## src/sv/lfia_pkg.sv

```systemverilog
package lfia_pkg;

   localparam int WORD_W = 32;
   localparam int BIT_W  = 5;

   localparam logic [WORD_W-1:0] ALL_FREE = 32'hFFFF_FFFF;

   typedef enum logic [1:0] {
      KIND_ALLOC    = 2'd0,
      KIND_FREE     = 2'd1,
      KIND_REGISTER = 2'd2,
      KIND_NONE     = 2'd3
   } kind_type;

   typedef enum logic [1:0] {
      STATUS_OK      = 2'd0,
      STATUS_NO_FREE = 2'd1,
      STATUS_BAD_ID  = 2'd2
   } status_type;

   typedef enum logic [1:0] {
      ST_CLEAR,
      ST_IDLE,
      ST_MODIFY,
      ST_SCAN
   } state_type;

   // index of the lowest set bit, zero when none is set
   function automatic logic [BIT_W-1:0] lowest_set(input logic [WORD_W-1:0] w);
      logic [BIT_W-1:0] idx;
      idx = '0;
      for (int i = WORD_W - 1; i >= 0; i--) begin
         if (w[i]) begin
            idx = BIT_W'(i);
         end
      end
      return idx;
   endfunction

endpackage

```

## src/sv/lowest_free_id_allocator_top.sv

```systemverilog
// lowest-free id allocator over DEPTH ids, id 0 is never handed out
// input channel: req_kind / req_given_id, taken at a clock edge where start is
//   high and busy is low (allocate, free id, register id as used)
// result channel: one result per request, rsp_granted_id / rsp_status shown for
//   exactly one cycle while rsp_valid is high; the receiver cannot stall it
// results: bad id, exhausted allocate and unknown kind answer in the cycle after
//   the transfer; free, register and allocate first read and write back the id's
//   bitmap word, and the lowest-free search may go on to read further words
// the search reads one 32-bit word of the bitmap ram per cycle through its single
//   read port
// busy stays high after a bitmap transfer until the result is registered (the quick
//   answers leave it low), so a new request can be taken in the cycle the result is shown
// reset: after reset the bitmap ram is initialized one word per cycle, with busy
//   high; then every id but 0 is free and the next id to hand out is 1
module lowest_free_id_allocator_top #(
   parameter int DEPTH = 1024
) (
   input  logic        clock,
   input  logic        reset,
   input  logic        start,
   output logic        busy,
   input  logic [1:0]  req_kind,
   input  logic [9:0]  req_given_id,
   output logic        rsp_valid,
   output logic [9:0]  rsp_granted_id,
   output logic [1:0]  rsp_status
);

   localparam int ID_W      = $clog2(DEPTH + 1);
   localparam int PW        = (ID_W < 6) ? 6 : ID_W;
   localparam int WORDS     = (DEPTH + lfia_pkg::WORD_W - 1) / lfia_pkg::WORD_W;
   localparam int WORD_AW   = (WORDS > 1) ? $clog2(WORDS) : 1;
   localparam int LAST_BITS = DEPTH - (WORDS - 1) * lfia_pkg::WORD_W;
   localparam logic [lfia_pkg::WORD_W-1:0] LAST_MASK =
      lfia_pkg::ALL_FREE >> (lfia_pkg::WORD_W - LAST_BITS);

   lfia_pkg::state_type state_ff, state_in;
   lfia_pkg::kind_type  kind_ff, kind_in;
   logic [PW-1:0]       id_ff, id_in;
   logic [PW-1:0]       next_id_ff, next_id_in;
   logic [WORD_AW-1:0]  scan_word_ff, scan_word_in;
   logic [WORD_AW-1:0]  clr_addr_ff, clr_addr_in;
   logic                rsp_valid_ff, rsp_valid_in;
   logic [9:0]          rsp_granted_ff, rsp_granted_in;
   logic [1:0]          rsp_status_ff, rsp_status_in;

   logic                         wr_en;
   logic [WORD_AW-1:0]           wr_addr;
   logic [lfia_pkg::WORD_W-1:0]  wr_data;
   logic [WORD_AW-1:0]           rd_addr;
   logic [lfia_pkg::WORD_W-1:0]  rd_data;

   logic [PW-1:0]                given_id;
   logic                         bad_id;
   logic [WORD_AW-1:0]           id_word;
   logic [lfia_pkg::BIT_W-1:0]   id_bit;
   logic [lfia_pkg::WORD_W-1:0]  new_word;
   logic [lfia_pkg::WORD_W-1:0]  above;
   logic [lfia_pkg::WORD_W-1:0]  clr_word;

   lfia_map #(
      .WORDS(WORDS),
      .AW   (WORD_AW)
   ) u_map (
      .clock  (clock),
      .wr_en  (wr_en),
      .wr_addr(wr_addr),
      .wr_data(wr_data),
      .rd_addr(rd_addr),
      .rd_data(rd_data)
   );

   always_ff @(posedge clock) begin
      if (reset) begin
         state_ff     <= lfia_pkg::ST_CLEAR;
         clr_addr_ff  <= '0;
         next_id_ff   <= PW'(1);
         rsp_valid_ff <= 1'b0;
      end else begin
         state_ff     <= state_in;
         clr_addr_ff  <= clr_addr_in;
         next_id_ff   <= next_id_in;
         rsp_valid_ff <= rsp_valid_in;
      end
      kind_ff        <= kind_in;
      id_ff          <= id_in;
      scan_word_ff   <= scan_word_in;
      rsp_granted_ff <= rsp_granted_in;
      rsp_status_ff  <= rsp_status_in;
   end

   assign given_id = PW'(req_given_id);
   assign bad_id   = (req_given_id == 10'd0) || (32'(req_given_id) >= DEPTH);
   assign id_word  = WORD_AW'(id_ff >> lfia_pkg::BIT_W);
   assign id_bit   = id_ff[lfia_pkg::BIT_W-1:0];
   assign new_word = (kind_ff == lfia_pkg::KIND_FREE)
                   ? (rd_data | (lfia_pkg::WORD_W'(1) << id_bit))
                   : (rd_data & ~(lfia_pkg::WORD_W'(1) << id_bit));
   // free ids strictly above the one just taken
   assign above    = new_word & ((lfia_pkg::ALL_FREE << id_bit) << 1);
   assign clr_word = ((clr_addr_ff == WORD_AW'(WORDS - 1)) ? LAST_MASK : lfia_pkg::ALL_FREE)
                   & ((clr_addr_ff == '0) ? ~lfia_pkg::WORD_W'(1) : lfia_pkg::ALL_FREE);

   always_comb begin
      state_in       = state_ff;
      kind_in        = kind_ff;
      id_in          = id_ff;
      next_id_in     = next_id_ff;
      scan_word_in   = scan_word_ff;
      clr_addr_in    = clr_addr_ff;
      rsp_valid_in   = 1'b0;
      rsp_granted_in = '0;
      rsp_status_in  = lfia_pkg::STATUS_OK;
      wr_en          = 1'b0;
      wr_addr        = id_word;
      wr_data        = new_word;
      rd_addr        = id_word;

      unique case (state_ff)
         lfia_pkg::ST_CLEAR: begin
            wr_en       = 1'b1;
            wr_addr     = clr_addr_ff;
            wr_data     = clr_word;
            clr_addr_in = clr_addr_ff + 1'b1;
            if (clr_addr_ff == WORD_AW'(WORDS - 1)) begin
               state_in = lfia_pkg::ST_IDLE;
            end
         end

         lfia_pkg::ST_IDLE: begin
            if (start) begin
               kind_in = lfia_pkg::kind_type'(req_kind);
               unique case (lfia_pkg::kind_type'(req_kind))
                  lfia_pkg::KIND_ALLOC: begin
                     if (next_id_ff == PW'(DEPTH)) begin
                        rsp_valid_in  = 1'b1;
                        rsp_status_in = lfia_pkg::STATUS_NO_FREE;
                     end else begin
                        id_in    = next_id_ff;
                        rd_addr  = WORD_AW'(next_id_ff >> lfia_pkg::BIT_W);
                        state_in = lfia_pkg::ST_MODIFY;
                     end
                  end
                  lfia_pkg::KIND_FREE, lfia_pkg::KIND_REGISTER: begin
                     if (bad_id) begin
                        rsp_valid_in  = 1'b1;
                        rsp_status_in = lfia_pkg::STATUS_BAD_ID;
                     end else begin
                        id_in    = given_id;
                        rd_addr  = WORD_AW'(given_id >> lfia_pkg::BIT_W);
                        state_in = lfia_pkg::ST_MODIFY;
                     end
                  end
                  default: begin
                     rsp_valid_in = 1'b1;
                  end
               endcase
            end
         end

         lfia_pkg::ST_MODIFY: begin
            wr_en = 1'b1;
            if (kind_ff == lfia_pkg::KIND_ALLOC) begin
               rsp_granted_in = 10'(id_ff);
            end
            if (kind_ff == lfia_pkg::KIND_FREE ||
                (kind_ff == lfia_pkg::KIND_REGISTER && next_id_ff != id_ff)) begin
               if (kind_ff == lfia_pkg::KIND_FREE && id_ff < next_id_ff) begin
                  next_id_in = id_ff;
               end
               rsp_valid_in = 1'b1;
               state_in     = lfia_pkg::ST_IDLE;
            end else if (above != '0) begin
               next_id_in   = PW'({id_word, lfia_pkg::lowest_set(above)});
               rsp_valid_in = 1'b1;
               state_in     = lfia_pkg::ST_IDLE;
            end else if (id_word == WORD_AW'(WORDS - 1)) begin
               next_id_in   = PW'(DEPTH);
               rsp_valid_in = 1'b1;
               state_in     = lfia_pkg::ST_IDLE;
            end else begin
               // read of the following word overlaps the write-back
               scan_word_in = id_word + 1'b1;
               rd_addr      = id_word + 1'b1;
               state_in     = lfia_pkg::ST_SCAN;
            end
         end

         lfia_pkg::ST_SCAN: begin
            if (kind_ff == lfia_pkg::KIND_ALLOC) begin
               rsp_granted_in = 10'(id_ff);
            end
            rd_addr = scan_word_ff + 1'b1;
            if (rd_data != '0) begin
               next_id_in   = PW'({scan_word_ff, lfia_pkg::lowest_set(rd_data)});
               rsp_valid_in = 1'b1;
               state_in     = lfia_pkg::ST_IDLE;
            end else if (scan_word_ff == WORD_AW'(WORDS - 1)) begin
               next_id_in   = PW'(DEPTH);
               rsp_valid_in = 1'b1;
               state_in     = lfia_pkg::ST_IDLE;
            end else begin
               scan_word_in = scan_word_ff + 1'b1;
            end
         end

         default: begin
            state_in = lfia_pkg::ST_IDLE;
         end
      endcase

      if (!rsp_valid_in) begin
         rsp_granted_in = '0;
      end
   end

   assign busy           = (state_ff != lfia_pkg::ST_IDLE);
   assign rsp_valid      = rsp_valid_ff;
   assign rsp_granted_id = rsp_granted_ff;
   assign rsp_status     = rsp_status_ff;

endmodule

```

## src/sv/lfia_map.sv

```systemverilog
module lfia_map #(
   parameter int WORDS = 32,
   parameter int AW    = 5
) (
   input  logic                          clock,
   input  logic                          wr_en,
   input  logic [AW-1:0]                 wr_addr,
   input  logic [lfia_pkg::WORD_W-1:0]   wr_data,
   input  logic [AW-1:0]                 rd_addr,
   output logic [lfia_pkg::WORD_W-1:0]   rd_data
);

   logic [lfia_pkg::WORD_W-1:0] mem [WORDS];
   logic [lfia_pkg::WORD_W-1:0] rd_data_ff;

   always_ff @(posedge clock) begin
      if (wr_en) begin
         mem[wr_addr] <= wr_data;
      end
      rd_data_ff <= mem[rd_addr];
   end

   assign rd_data = rd_data_ff;

endmodule

```

## config.mk

```make
export PLATFORM = sky130hd
export DESIGN_NAME = lowest_free_id_allocator_top
export DESIGN_NICKNAME = d
export VERILOG_FILES = /design/src/sv/lfia_pkg.sv /design/src/sv/lowest_free_id_allocator_top.sv /design/src/sv/lfia_map.sv
export SDC_FILE = /design/constraint.sdc
export NUM_CORES = 2
export LEC_CHECK = 0
export BUFFER_PORTS_ARGS = -buffer_cell sky130_fd_sc_hd__buf_4
export CORE_AREA = 4 4 355 252
export DETAILED_ROUTE_END_ITERATION = 6
export DIE_AREA = 0 0 359 256
export PLACE_DENSITY = 0.7
export SLEW_MARGIN = 20
export SYNTH_ARGS = -nofsm -noshare
export SYNTH_HDL_FRONTEND = slang
export SYNTH_SLANG_ARGS = --single-unit
```

## constraint.sdc

```tcl
create_clock -name clock -period 6.7 [get_ports clock]
set_clock_uncertainty 0.2 [all_clocks]
set_input_delay 0.67 -clock clock [delete_from_list [all_inputs] [get_ports clock]]
set_output_delay 0.67 -clock clock [all_outputs]
set_load 0.005 [all_outputs]
```

== Yosys cells after proc, flatten, opt, wreduce, memory -nomap -nowiden ==
Memory sizes are Yosys's and may differ from the RTL's. A register that Yosys moved wholly into a read port is not among the register bits.
Cells that the tools add are included.
Word-level totals
  register bits after elaboration: 49
  memory bits (writable): 1024
  output and inout bits: 14
  word-level logic and storage cells: 188
  memories kept: 1
Operators by class
  add/sub/neg operators: 3
  magnitude comparators: 1
  equal/unequal tests: 28
  shifts and indexed selects: 2
  muxes and demuxes: 119
  bitwise logic cells: 4
  reduce and logical (&&, ||, !) cells: 21
Memory list
  u_map.mem: depth 32, width 32, rd ports 1, clocked after memory_dff 1, write ports 1, line lfia_map.sv:13  | logic [lfia_pkg::WORD_W-1:0] mem [WORDS];
Operators by type and width (number)
  $mux 5: 76
  $mux 11: 8
  $and 32x32->32: 2
  $mux 32: 2
  $reduce_bool 32->1: 2
  $pmux 11 s2: 2
  $not 32->32: 1
  $or 32x32->32: 1
  $shl 1x5->32 const A: 1
  $shl 32x5->31 const A: 1
  $mux 2: 10
  $pmux 5 s2: 2
  $ne 2x2->1 const B: 9
  $add 5x1->5 const B: 3
  $eq 5x5->1 const B: 3
  $pmux 5 s3: 1
  $mux 1: 13
  $ne 3x3->1 const B: 4
  $reduce_and 6->1: 2
  $eq 11x11->1 const B: 1
  $lt 11x11->1: 1
  $ne 11x11->1: 1
  $logic_not 10->1: 1
  $eq 2x2->1 const B: 4
  other kinds (18): 27

== Longest topological paths before layout ==
  depth after elaboration: 40
  gate-level depth with buffers: 18
  depth with buffers taken out: 13

== Cells and area by module ==
A second synthesis with hierarchy kept.
Second synthesis, totals
  cell total of the unflattened synthesis: 2933
  area, all modules: 45508.6 µm²
By module, submodules not included
  lfia_map: instances 1, cells an instance 2260, area an instance 40492.6 µm², sequential area each 31390.1 µm²
  lowest_free_id_allocator_top: instances 1, cells an instance 673, area an instance 5016.1 µm², sequential area each 1161.1 µm²

== Least setup slack after synthesis ==
OpenSTA, ideal clock, no wires.
  kind: reg2reg
  from: register id_ff[4]
  to: memory u_map.mem[0][16] (netlist bit), data pin
  setup time: 0.615 ns
  arrival time: 3.406 ns
  data required time: 5.885 ns
  path slack: 2.478 ns
  cell stages (with the launch flop): 7
  path buffers: 4
  period minus slack after synthesis: 4.222 ns
  cell sequence: edfxtp_1 buf_2 buf_6 buf_2 clkbuf_1 nand2_1 o311ai_0
Between the ends
  word-level cells in the longest chain between the ends: 5
  elaborated cells between the ends (all ways): 6
Ends and longest elaborated chain
  start, declared: line lowest_free_id_allocator_top.sv:39  | logic [PW-1:0] id_ff, id_in;
  start signal, assigned: line lowest_free_id_allocator_top.sv:86  | id_ff <= id_in;
  $shl 1x5->32 (*): line lowest_free_id_allocator_top.sv:97, lowest_free_id_allocator_top.sv:98
  $not 32->32: line lowest_free_id_allocator_top.sv:98  | : (rd_data & ~(lfia_pkg::WORD_W'(1) << id_bit));
  $and 32x32->32: line lowest_free_id_allocator_top.sv:98
  $mux 32 (*): line lowest_free_id_allocator_top.sv:97  | ? (rd_data | (lfia_pkg::WORD_W'(1) << id_bit))
  $mux 32 (*): line lowest_free_id_allocator_top.sv:119  | unique case (state_ff)
  net u_map.wr_data (one bit): line lfia_map.sv:8  | input logic [lfia_pkg::WORD_W-1:0] wr_data,
  end, declared: line lfia_map.sv:13
Mark *: on every way through the listed nets, which the timed path passes. The rest lies on a longest branch.

== Final worst setup path ==
  from: register id_ff[2]
  to: register u_map.rd_data_ff (netlist bit u_map.rd_data[11]), read port of u_map.mem
Between the ends
  word-level cells in the longest chain between the ends: 9
  elaborated cells between the ends (all ways): 14
Ends and longest elaborated chain
  parallel branches: the longest is 7 deep, another holds $shl 32x5->31
  $mux 5 (*): line lowest_free_id_allocator_top.sv:166  | if (kind_ff == lfia_pkg::KIND_FREE ||
  $pmux 5 s3 (*): line lowest_free_id_allocator_top.sv:119
  end, declared: line lfia_map.sv:14  | logic [lfia_pkg::WORD_W-1:0] rd_data_ff;
Every way passes the cells marked *.
A chain may end at the register's enable or synchronous reset.

==> metrics.csv <==
stage;metric;value;unit
drt;WL final;137800;µm
synthesis;Synth cell types;92;
setup_path;Crit path required time;7060;ps
synthesis;synthesized area;46950;µm²
flow_run;Max-Cap Viols;0;
floorplan;Initial Util;0.5472;
pwr;Cell Pwr Density;275.5;nW/µm²
min_path;Hold Path Class;input pin to flop;
clock_network;CTS tree;yes;
drt;Starting DRT DRC Count;4054;
min_path;hold_sp;req_given_id[1];
sta;final setup fails;0;
setup_path;Reg-to-Reg Start;id_ff[2];
pwr;static leakage;18.55;nW
synthesis;Post-synth top flop;edfxtp_1;
pwr;Switching Share;0.2265;
synthesis;Synth async-reset ratio;0;
final_layout;nets@finish;3322;
synthesis;Synth top area share;0.6664;
setup_path;critical setup path kind;flop to flop;
sta;Final min period;5497;ps
synthesis;Commonest cells post-synth;1042 x edfxtp_1, 548 x mux2i_1, 325 x nand2_1;
floorplan;core area;85810;µm²
floorplan;area of the die;91900;µm²
clock_network;Max clock buf depth;3;
place;placed insts;4322;
synthesis;synthesized area per cell;14.54;µm²
drt;total number of vias;29720;
drt;DRC errors left;0;
floorplan;# IOs;29;
clock_network;post-CTS sizing;0;
sta;Max Clk Rate;0.1819;GHz
global_route;first-pass GRT wire length;196700;µm
pwr;peak supply drop;0.0002692;V
sta;Slew Limit Fails;0;
pwr;Clock Power Share;0.407;
floorplan;# rows;90;
setup_path;Reg2Reg Depth;11;
place;Final GP Congestion;0.9842;
pwr;combinational fraction of design power;0.063;
clock_network;clk slew on worst S/H paths;70;ps
clock_network;H-tree levels;3;
sta;Worst slew margin;0.2568;
sta;Setup TNS;0;ps
final_layout;Layout area overhead;12.40;%
global_route;vias in the first global route;28470;
synthesis;Synth Instances;3229;
final_layout;non-filler cells, final;4517;
floorplan;die height;256;µm
clock_network;TritonCTS buffer count;103;
global_route;overall overflow remaining after global route;0;
global_route;largest net degree at the start of global routing;98;
synthesis;Seq/Total Area, Yosys;0.6933;
synthesis;Syn Nets;3270;
setup_path;reg2reg end;u_map.rd_data[11];
run_status;status;complete, no violations;
setup_path;crit-path max FO;76;
synthesis;post-synth top area cell;edfxtp_1;
global_route;initial antenna violation count;6;
pwr;Flop pwr share;0.530;
setup_path;R2R Setup Slk;1200;ps
pwr;Switch Pwr;3.293;mW
setup_path;CP Launch Type;flop;
synthesis;yosys warns;0;
sta;Final period util;0.8204;
clock_network;clock latency on the worst-skew pair;690;ps
drt;drt wl/cell;30.52;µm
min_path;worst hold endpoint;id_ff[1];
synthesis;cell with the most instances after synthesis;edfxtp_1;
sta;Least-Margin Pin Slew;1112;ps
clock_network;CTS sink count;1105;
drt;vias per cell;6.580;
drt;Detail Route Antenna Nets;0;
place;number of buffers added on ports;28;
min_path;hold depth;3;
synthesis;Post-synth EDFFs;1042;
floorplan;die width;359;µm
global_route;total track usage;0.2911;
setup_path;CP Capture Type;flop;
clock_network;root buffer cell;clkbuf_16;
sta;setup repair after global routing missed its margin;no;
sta;endpoints failing hold;0;
final_layout;proportion of layout cells with a drive suffix above 1;0.1171;
synthesis;largest cells by area after synthesis;edfxtp_1 67%, mux2i_1 12%, dfxtp_1 2.7%;
setup_path;CP arrival;5860;ps
place;dpl hpwl;82790;µm
drt;first-pass detailed-route iteration total;5;
synthesis;Seq cells post-synth;1105;
pwr;total internal power;11.25;mW
==> final cells by class <==
class	count	area [µm²]
flip-flops and latches	1105	32550
diodes	1	2.502
clock buffers	144	2884
repair buffers	147	1474
inverters	49	183.9
multi-input cells	1875	13710
well taps	1150	1439
fillers	6325	33030
clock inverters	46	529.3
==> power groups by stage <==
stage               Clock [mW]  Sequential [mW]  Combinational (mW)
floorplan                    0             7.80               0.535
global placement             0             7.85               0.863
detailed placement           0             7.85               0.893
CTS                       5.96             7.70               0.898
global route              6.24             7.70               0.964
finish                    5.92             7.71               0.915
==> per-stage QoR <==
stage | instance area, µm² | utilization | total power, mW | worst slack, ps | hold slack, ps
2_1_floorplan | 46950 | - | 8.334 | 2478 | 258.0
3_3_place_gp | 49000 | 0.5710 | 8.712 | 1506 | 284.0
3_5_place_dp | 49260 | 0.5740 | 8.741 | 1429 | 286.9
4_1_cts | 52690 | 0.6141 | 14.56 | 1383 | 48.79
5_1_grt | 52780 | 0.6150 | 14.91 | 936.2 | 60.52
6_report | 52780 | 0.6151 | 14.54 | 1203 | 84.91
==> worst max-delay path by stage <==
stage	from	end	slack (ps)	cells after the start
after floorplan	id_ff[4]	u_map.mem[0][16]	2480	6
after global placement	id_ff[4]	u_map.rd_data[25]	1510	12
after detailed placement	id_ff[2]	u_map.rd_data[25]	1430	11
after CTS	id_ff[2]	u_map.rd_data[11]	1380	11
after global routing	id_ff[2]	u_map.rd_data[11]	940	11
final	id_ff[2]	u_map.rd_data[11]	1200	11
==> worst max-delay path, cell delays in order, from the launching register on <==
cell and delay (ps):
edfxtp_1 1070, nand3b_1 340, o21ai_1 300, a21oi_1 210, nor4_4 520, nand4_2 370, a211oi_4 450, buf_12 470
buf_12 380, mux2i_1 370, o22ai_1 130, a311oi_1 360
==> layout by cell type, fill, tap and decap left out, types with 11 or more instances in the layout <==
cell type  instances
nor4_1            16
ha_1              25
nor2_4            36
mux2i_1          548
a21oi_1          148
buf_4            120
a221oi_1          34
dfxtp_1           63
o211ai_1          13
nand3_1          182
clkbuf_8          11
clkbuf_16        105
clkinv_2          17
a311oi_1          34
inv_1             46
o311ai_2          11
nor3_1            19
nor2_1            58
buf_12            18
o22ai_1           66
a221o_1           32
a32oi_1           35
edfxtp_1        1042
clkinv_1          13
o21ai_0           53
a22oi_1           14
nand2_1          323
and2_1            15
clkbuf_1          28
a211oi_1          19
==> metal layers <==
layer,wire (µm),global-route usage,up-vias
met1,58110,0.4381,14910
met4,3767,0.08687,2
met3,16660,0.07730,266
met5,9,0,-
met2,59290,0.4169,1825
li1,-,-,12720
==> flip-flops by register name (all words and copies together), names as in the netlist <==
| signal | count |
|---|---|
| rsp_status | 2 |
| clr_addr_ff | 5 |
| kind_ff | 2 |
| next_id_ff | 11 |
| rsp_granted_id | 10 |
| u_map.rd_data | 32 |
| state_ff | 2 |
| id_ff | 11 |
| rsp_valid | 1 |
| u_map.mem | 1024 |
| scan_word_ff | 5 |
==> kinds of logic after synthesis <==
kind of cell | count (synthesis) | synth area share
AND/OR/NAND/NOR | 733 | 0.07245
XOR/XNOR | 7 | 0.001306
adder cells (fa/ha/maj) | 27 | 0.007141
buffers and inverters | 249 | 0.02473
flip-flops | 1105 | 0.6933
AO/OA/AOI/OAI | 553 | 0.08261
multiplexers | 555 | 0.1185
==> repair_timing <==
item | CTS | global route
endpoints found under the hold margin | 2 | 0
setup buffers | 0 | 0
hold buffers | 2 | 0
(Power assumes the default switching activity.)
